`src/rtl/core/ffa_pkg.sv`:
```
// Package for the first-fit frame allocator: sizes, commands, process states.
// No dependencies.
`default_nettype none
package ffa_pkg;
  localparam int FRAMES = 64;
  localparam int MAX_PROCS = 64;
  localparam int FW = $clog2(FRAMES);
  localparam int PW = $clog2(MAX_PROCS);

  typedef enum logic [1:0] {
    CMD_ALLOC = 2'd0,
    CMD_DEALLOC = 2'd1,
    CMD_SETST = 2'd2,
    CMD_NOP = 2'd3
  } cmd_t;

  localparam logic [1:0] ST_OTHER = 2'd0;
  localparam logic [1:0] ST_READY = 2'd1;
  localparam logic [1:0] ST_PROC = 2'd2;

  typedef enum logic [3:0] {
    S_IDLE,
    S_CLR,
    S_RES,
    S_PLACE,
    S_FILL,
    S_FIND,
    S_FREE,
    S_SET,
    S_STAT,
    S_FRAG,
    S_OUT
  } state_t;
endpackage
`default_nettype wire

```
`src/rtl/core/ffa_frame_ram.sv`:
```
// Frame table memory: used mark and owner per frame, registered read.
// Depends on ffa_pkg.
`default_nettype none
module ffa_frame_ram (
  input  wire logic                 clk,
  input  wire logic                 we,
  input  wire logic [ffa_pkg::FW-1:0] waddr,
  input  wire logic                 wused,
  input  wire logic [ffa_pkg::PW-1:0] wowner,
  input  wire logic [ffa_pkg::FW-1:0] raddr,
  output logic                      rused,
  output logic [ffa_pkg::PW-1:0]    rowner
);
  import ffa_pkg::*;
  logic [PW:0] mem [FRAMES];
  always_ff @(posedge clk) begin
    if (we) mem[waddr] <= {wused, wowner};
    {rused, rowner} <= mem[raddr];
  end
endmodule
`default_nettype wire

```
`src/rtl/core/first_fit_frame_allocator.sv`:
```
// Top level of the first-fit frame allocator: sequencer, process table, totals.
// Depends on ffa_pkg and ffa_frame_ram.
// Sequence: every request ends with a fragmentation pass over the frame table; free adds
// a freeing pass, allocate a residency pass, then a placement pass and a fill if not resident,
// and each eviction a search pass and a freeing pass before placement is tried again.
// Throughput: one request at a time, the next taken the cycle after the result is taken.
// Reset: clearing pass over the frame and process memories, no request taken.
`default_nettype none
module first_fit_frame_allocator (
  input  wire logic        clk,
  input  wire logic        rst,
  input  wire logic        cfg_we,
  input  wire logic [16:0] cfg_wdata,
  input  wire logic        in_valid,
  output logic             in_ready,
  input  wire logic [1:0]  cmd,
  input  wire logic [5:0]  process_id,
  input  wire logic [6:0]  page_count,
  input  wire logic [1:0]  new_state,
  output logic             out_valid,
  input  wire logic        out_ready,
  output logic             ok,
  output logic [5:0]       start_frame,
  output logic [6:0]       evicted_count,
  output logic [31:0]      pages_in_total,
  output logic [31:0]      pages_out_total,
  output logic [22:0]      inactive_kb
);
  import ffa_pkg::*;

  state_t state, state_next;
  logic [16:0] frame_size_kb;
  cmd_t r_cmd;
  logic [PW-1:0] r_pid;
  logic [6:0] r_need;
  logic [1:0] r_ns;
  logic [FW:0] scan, scan_next;
  logic [FW:0] rd_idx;
  logic rd_v;
  logic [FW-1:0] raddr;
  logic rused;
  logic [PW-1:0] rowner;
  logic we;
  logic [FW-1:0] waddr;
  logic wused;
  logic [PW-1:0] wowner;
  logic [8:0] pmem [MAX_PROCS];
  logic [PW-1:0] paddr;
  logic p_we;
  logic [8:0] p_wdata;
  logic [1:0] p_stat;
  logic [6:0] p_pages;
  logic p_v, p_used;
  logic [FW:0] p_idx;
  logic [PW-1:0] p_owner;
  logic [6:0] run;
  logic [FW-1:0] first;
  logic found;
  logic [PW-1:0] free_pid;
  logic [FW:0] f_first, f_last, f_cnt;
  logic f_any;
  logic [31:0] pin, pout;
  logic [FW:0] fill_end;
  logic scanning, last_rd, hit, free_hit, fit_now, ready_hit, p_last;

  ffa_frame_ram u_ram (
    .clk(clk), .we(we), .waddr(waddr), .wused(wused), .wowner(wowner),
    .raddr(raddr), .rused(rused), .rowner(rowner)
  );

  function automatic logic [31:0] sat_add(input logic [31:0] a, input logic [6:0] b);
    logic [32:0] s;
    s = {1'b0, a} + {26'd0, b};
    return s[32] ? 32'hFFFF_FFFF : s[31:0];
  endfunction

  assign scanning = (state == S_RES) || (state == S_PLACE) || (state == S_FIND) ||
                    (state == S_FREE) || (state == S_FRAG);
  assign raddr = scan[FW-1:0];
  assign in_ready = (state == S_IDLE);

  assign last_rd = rd_v && (rd_idx == (FW+1)'(FRAMES - 1));
  assign hit = rd_v && rused && (rowner == r_pid);
  assign free_hit = rd_v && rused && (rowner == free_pid);
  assign fit_now = rd_v && !rused && (run + 1'b1 == r_need);
  // process entry looked up by the owner the frame read returns, its data the cycle after
  assign ready_hit = p_v && p_used && (p_stat == ST_READY);
  assign p_last = p_v && (p_idx == (FW+1)'(FRAMES - 1));

  // process table: status and page count per process
  always_ff @(posedge clk) begin
    if (p_we) pmem[paddr] <= p_wdata;
    {p_stat, p_pages} <= pmem[paddr];
  end

  always_ff @(posedge clk) begin
    if (rst) begin
      state <= S_CLR;
      scan <= '0;
    end else begin
      state <= state_next;
      scan <= scan_next;
    end
  end

  always_comb begin
    state_next = state;
    scan_next = scan;
    we = 1'b0;
    waddr = rd_idx[FW-1:0];
    wused = 1'b0;
    wowner = '0;
    p_we = 1'b0;
    p_wdata = {p_stat, p_pages};
    paddr = r_pid;
    if (scanning && scan < (FW+1)'(FRAMES)) scan_next = scan + 1'b1;
    case (state)
      S_CLR: begin
        we = 1'b1;
        waddr = scan[FW-1:0];
        p_we = 1'b1;
        p_wdata = {ST_OTHER, 7'd0};
        paddr = scan[PW-1:0];
        scan_next = scan + 1'b1;
        if (scan == (FW+1)'(FRAMES - 1)) state_next = S_IDLE;
      end
      S_IDLE: begin
        paddr = process_id;
        if (in_valid) begin
          scan_next = '0;
          case (cmd_t'(cmd))
            CMD_ALLOC: state_next = S_RES;
            CMD_DEALLOC: state_next = S_FREE;
            CMD_SETST: state_next = S_SET;
            default: state_next = S_STAT;
          endcase
        end
      end
      S_SET: begin
        p_we = 1'b1;
        p_wdata = {(r_ns > ST_PROC) ? ST_OTHER : r_ns, p_pages};
        state_next = S_STAT;
      end
      S_RES: begin
        if (last_rd) begin
          scan_next = '0;
          if (found || hit) begin
            p_we = 1'b1;
            p_wdata = {ST_PROC, p_pages};
            state_next = S_STAT;
          end else if (r_need == 7'd0) begin
            p_we = 1'b1;
            p_wdata = {ST_PROC, 7'd0};
            state_next = S_STAT;
          end else begin
            state_next = S_PLACE;
          end
        end
      end
      S_PLACE: begin
        if (fit_now) begin
          scan_next = (run == 7'd0) ? rd_idx : {1'b0, first};
          state_next = S_FILL;
        end else if (last_rd) begin
          scan_next = '0;
          state_next = S_FIND;
        end
      end
      S_FILL: begin
        we = 1'b1;
        waddr = scan[FW-1:0];
        wused = 1'b1;
        wowner = r_pid;
        scan_next = scan + 1'b1;
        if (scan == fill_end) begin
          p_we = 1'b1;
          p_wdata = {ST_PROC, r_need};
          state_next = S_STAT;
        end
      end
      S_FIND: begin
        paddr = rowner;
        if (ready_hit) begin
          scan_next = '0;
          state_next = S_FREE;
        end else if (p_last) begin
          state_next = S_STAT;
        end
      end
      S_FREE: begin
        we = free_hit;
        if (last_rd) begin
          scan_next = '0;
          state_next = (r_cmd == CMD_ALLOC) ? S_PLACE : S_STAT;
        end
      end
      S_STAT: begin
        scan_next = '0;
        state_next = S_FRAG;
      end
      S_FRAG: begin
        if (last_rd) state_next = S_OUT;
      end
      S_OUT: begin
        if (out_valid && out_ready) state_next = S_IDLE;
      end
      default: state_next = S_IDLE;
    endcase
  end

  always_ff @(posedge clk) begin
    if (rst) begin
      rd_v <= 1'b0;
      p_v <= 1'b0;
      frame_size_kb <= 17'd16;
      out_valid <= 1'b0;
      pin <= '0;
      pout <= '0;
    end else begin
      if (cfg_we) frame_size_kb <= cfg_wdata;
      // a read issued in the cycle a pass ends is dropped
      rd_v <= scanning && (state_next == state) && (scan < (FW+1)'(FRAMES));
      rd_idx <= scan;
      p_v <= rd_v && (state == S_FIND) && (state_next == S_FIND);
      p_used <= rused;
      p_idx <= rd_idx;
      p_owner <= rowner;
      if (state != S_PLACE) run <= '0;
      else if (rd_v) run <= rused ? 7'd0 : run + 1'b1;
      case (state)
        S_IDLE: begin
          if (in_valid) begin
            r_cmd <= cmd_t'(cmd);
            r_pid <= process_id;
            r_need <= page_count;
            r_ns <= new_state;
            ok <= 1'b1;
            start_frame <= '0;
            evicted_count <= '0;
            found <= 1'b0;
            free_pid <= process_id;
          end
        end
        S_RES: begin
          if (hit) found <= 1'b1;
        end
        S_PLACE: begin
          if (rd_v && !rused) begin
            if (run == 7'd0) first <= rd_idx[FW-1:0];
            if (fit_now) begin
              start_frame <= (run == 7'd0) ? rd_idx[FW-1:0] : first;
              fill_end <= rd_idx;
            end
          end
        end
        S_FILL: begin
          if (scan == fill_end) pin <= sat_add(pin, r_need);
        end
        S_FIND: begin
          if (ready_hit) begin
            free_pid <= p_owner;
            pout <= sat_add(pout, p_pages);
            if (evicted_count != 7'd127) evicted_count <= evicted_count + 1'b1;
          end else if (p_last) begin
            ok <= 1'b0;
          end
        end
        S_FREE: begin
          if (last_rd && r_cmd == CMD_DEALLOC) pout <= sat_add(pout, p_pages);
        end
        S_STAT: begin
          f_any <= 1'b0;
          f_cnt <= '0;
          f_first <= '0;
          f_last <= '0;
        end
        S_FRAG: begin
          if (rd_v && rused) begin
            if (!f_any) f_first <= rd_idx;
            f_any <= 1'b1;
            f_last <= rd_idx;
            f_cnt <= f_cnt + 1'b1;
          end
        end
        S_OUT: begin
          if (!out_valid) begin
            out_valid <= 1'b1;
            pages_in_total <= pin;
            pages_out_total <= pout;
            begin : frag
              logic [FW:0] gaps;
              logic [FW+17:0] kb;
              gaps = f_any ? (f_last - f_first + 1'b1 - f_cnt) : '0;
              kb = gaps * frame_size_kb;
              inactive_kb <= (kb > (FW+18)'(23'h7FFFFF)) ? 23'h7FFFFF : kb[22:0];
            end
          end else if (out_ready) begin
            out_valid <= 1'b0;
          end
        end
        default: ;
      endcase
    end
  end

  a_one_req: assert property (@(posedge clk) disable iff (rst) out_valid |-> !in_ready)
    else $error("request taken while result pending");
  a_fill_ok: assert property (@(posedge clk) disable iff (rst)
    (state == S_FILL) |-> (r_need != 7'd0))
    else $error("fill with zero pages");
  a_out_hold: assert property (@(posedge clk) disable iff (rst)
    (out_valid && !out_ready) |=> out_valid && $stable(pages_in_total))
    else $error("result dropped");
endmodule
`default_nettype wire

```
`config.mk`:
```
export PLATFORM = sky130hd
export DESIGN_NAME = first_fit_frame_allocator
export DESIGN_NICKNAME = d
export VERILOG_FILES = /design/src/rtl/core/ffa_pkg.sv /design/src/rtl/core/ffa_frame_ram.sv /design/src/rtl/core/first_fit_frame_allocator.sv
export SDC_FILE = /design/constraint.sdc
export NUM_CORES = 2
export LEC_CHECK = 0
export BUFFER_PORTS_ARGS = -buffer_cell sky130_fd_sc_hd__buf_2
export CAP_MARGIN = 20
export CORE_ASPECT_RATIO = 1.1
export CORE_MARGIN = 3
export CORE_UTILIZATION = 62
export CTS_CLUSTER_SIZE = 12
export DETAILED_ROUTE_END_ITERATION = 16
export MAX_ROUTING_LAYER = met4
export PLACE_DENSITY = 0.79
export SETUP_SLACK_MARGIN = 0.4
export SLEW_MARGIN = 20
export SYNTH_ARGS = -nofsm -noshare
export SYNTH_HDL_FRONTEND = slang
export SYNTH_SLANG_ARGS = --single-unit
```
`constraint.sdc`:
```
create_clock -name clk -period 9.5 [get_ports clk]
set_input_delay 1.425 -clock clk [delete_from_list [all_inputs] [get_ports clk]]
set_output_delay 1.425 -clock clk [all_outputs]
set_load 0.02 [all_outputs]
```
==> results.ini <==
[status]
outcome=completed

[setup_path]
required_ns=9.98
cp-start-kind=flop
path_max_fanout=23
worstPathArrival_ns=8.45
path_class=flop to flop
endpoint_kind=flop

[pwr]
pwr-share-clk_pct=34.8
pwr-share-seq_pct=48.8
swShare_pct=27.8
pwr-share-comb_pct=16.5
power_mw=13.9
intPower_mw=10.0
p_leak_nw=22.9
switchingPower_mw=3.87
power_density_mw_per_mm2=222
peakVddDrop_mv=0.162

[clock_network]
post_cts_buffers=0
ctsHoldBuffers=0
insertion_delay_ns=0.74
clkTransAtPathRegs_ns=0.06
htree_levels=4
cts-resized-gates=0
cts-root-buf=clkbuf_16
cts_buffer_depth=3
cts-buffers-inserted=134
cts_tree=done
numClockSinks=1323

[synthesis]
synth-async-reset-ratio_pct=0
synth_top_cell_by_area=edfxtp_1
synth_top_cell_area_share_pct=64.0
syn_area_per_cell_um2=15.1
yosys-top-cells-count=1,212 x edfxtp_1, 253 x nor2_1, 249 x nand2_1
ys_seq_area_share_pct=67.9
synth_edf_count=1212
synth_area_leaders=edfxtp_1 64%, mux4_2 5.8%, dfxtp_1 3.9%
syn_nets=3970
syn_area_mm2=0.0569
yosysUniqueCellTypes=91
ys_ff_latch=1323
ys.flop_type=edfxtp_1
syn_inst=3774
synth.most_common_cell=edfxtp_1
ys_warn_count=0

[timing]
tightest_slew_ns=1.14
period_share_pct=83.9
setup_ws_ns=1.53
fin_tns_setup_ns=0
drv_slew=0
rsz0062_at_grt=no
period_minus_slack_ns=7.97
finalClockSkew_ns=0.0279
setup_viol=0
final_hold_viol_count=0
hold_ws_ns=0.446
slew_headroom_pct=23.9
max_freq_mhz=125

[grt]
grt_max_degree=117
grt_use_total_pct=30.8
grt_pass1_vias=34500
grt_pass1_wl_um=214000
antenna_found_initial=6
gr-total-overflow=0

[route]
wl_per_cell_um=27.5
drt_iter0_drc=4635
firstDrtPassIters=8
postRouteAntennaNets=0
num_vias=35200
drt-total-wl_um=141000
drc_errors=0
vias_per_cell=6.85

[die]
num_io_pins=142
core_area_mm2=0.0902
die_area_mm2=0.0954
die_y_um=324
start_util_pct=63.0
rows=115
die_w_um=295

[job]
drv_cap=0

[finish]
fin_nets=4091
syn_to_final_growth_pct=10.2
utilization_pct=69.5
fin_cells=5148
fin_area_mm2=0.0627
layout-drive-gt1-share_pct=14.1

[place]
place_area_mm2=0.0587
preCtsSetupSlack_ns=1.54
post-dp-hpwl_um=81900
place_inst=4928
gp_congestion=0.921
io_buffers=141

[min_path]
hold_class=flop to flop

-- layout by cell type, fill, tap and decap left out, types with 87 or more instances in the layout --
master	n
nor2_1	249
dfxtp_1	107
edfxtp_1	1212
inv_1	183
nand2_1	248
nand3_1	87
mux4_2	147
buf_2	140
clkbuf_16	136
o21ai_0	96
a21oi_1	138
and3_1	155
-- cells by family after synthesis --
group / count (synthesis) / synth area share, %
flip-flops: 1323 / 67.9
AND/OR/NAND/NOR: 957 / 8.26
AO/OA/AOI/OAI: 656 / 8.42
buffers and inverters: 390 / 2.72
multiplexers: 189 / 6.60
adder cells (fa/ha/maj): 157 / 4.54
XOR/XNOR: 102 / 1.57
-- sequential cells by signal, indices dropped and copies added, names as in the netlist, 17 cells and up --
register,cells
pin,32
pages_out_total,32
inactive_kb,23
pout,32
pmem,576
u_ram.mem,448
frame_size_kb,17
pages_in_total,32
-- power by group through the flow --
stage	combinational [mW]	sequential [mW]	clock [mW]
after floorplan	1.51	6.78	0
after global placement	2.14	6.88	0
after detailed placement	2.19	6.89	0
after CTS	2.23	6.77	4.86
after global routing	2.39	6.79	5.08
final	2.29	6.78	4.84
-- layout make-up --
cell class,count,area (µm²)
multi-input cells,2061,16900
clock buffers,179,3570
well taps,1170,1460
repair buffers,190,1110
inverters,185,696
fillers,5539,27500
flip-flops and latches,1323,38600
diodes,8,20.0
clock inverters,32,329
-- worst paths after layout --
| kind | from | endpoint | slack (ns) | cells after the start |
|---|---|---|---|---|
| worst max-delay path | f_cnt[1]$_SDFFCE_PN0P_ | inactive_kb[6]$_SDFFCE_PN1P_ | 1.53 | 25 |
| worst min-delay path | pin[20]$_SDFFE_PP0P_ | pages_in_total[20]$_DFFE_PP_ | 0.45 | 0 |
| worst max register to register | f_cnt[1]$_SDFFCE_PN0P_ | inactive_kb[6]$_SDFFCE_PN1P_ | 1.53 | 25 |
| worst min register to register | pin[20]$_SDFFE_PP0P_ | pages_in_total[20]$_DFFE_PP_ | 0.45 | 0 |
-- metal layers --
layer  GRT usage (%)  share of wire [%]  vias to the layer above
met5               -                  0                        -
met3            6.20                 12                      442
met4            12.0                4.0                        0
met2            48.0                 48                     2518
li1                -                  -                    14800
met1            40.5                 37                    17500
-- critical path: stages (launching register included) --
cell and delay [ns]:
edfxtp_1 0.43, ha_1 0.33, fa_1 0.49, inv_1 0.04
ha_1 0.21, fa_1 0.47, xor2_1 0.23, and2_0 0.71
nand2_1 0.17, fa_1 0.50, fa_1 0.55, inv_1 0.05
fa_1 0.48, inv_1 0.05, fa_1 0.47, inv_1 0.04
ha_1 0.32, a2111oi_0 0.40, o21ai_0 0.16, nand3_1 0.22
a21oi_1 0.14, a221oi_1 0.52, o211ai_1 0.18, o211ai_1 0.12
buf_4 0.28, o21ai_0 0.13
Power figures use the tool's default switching activity.
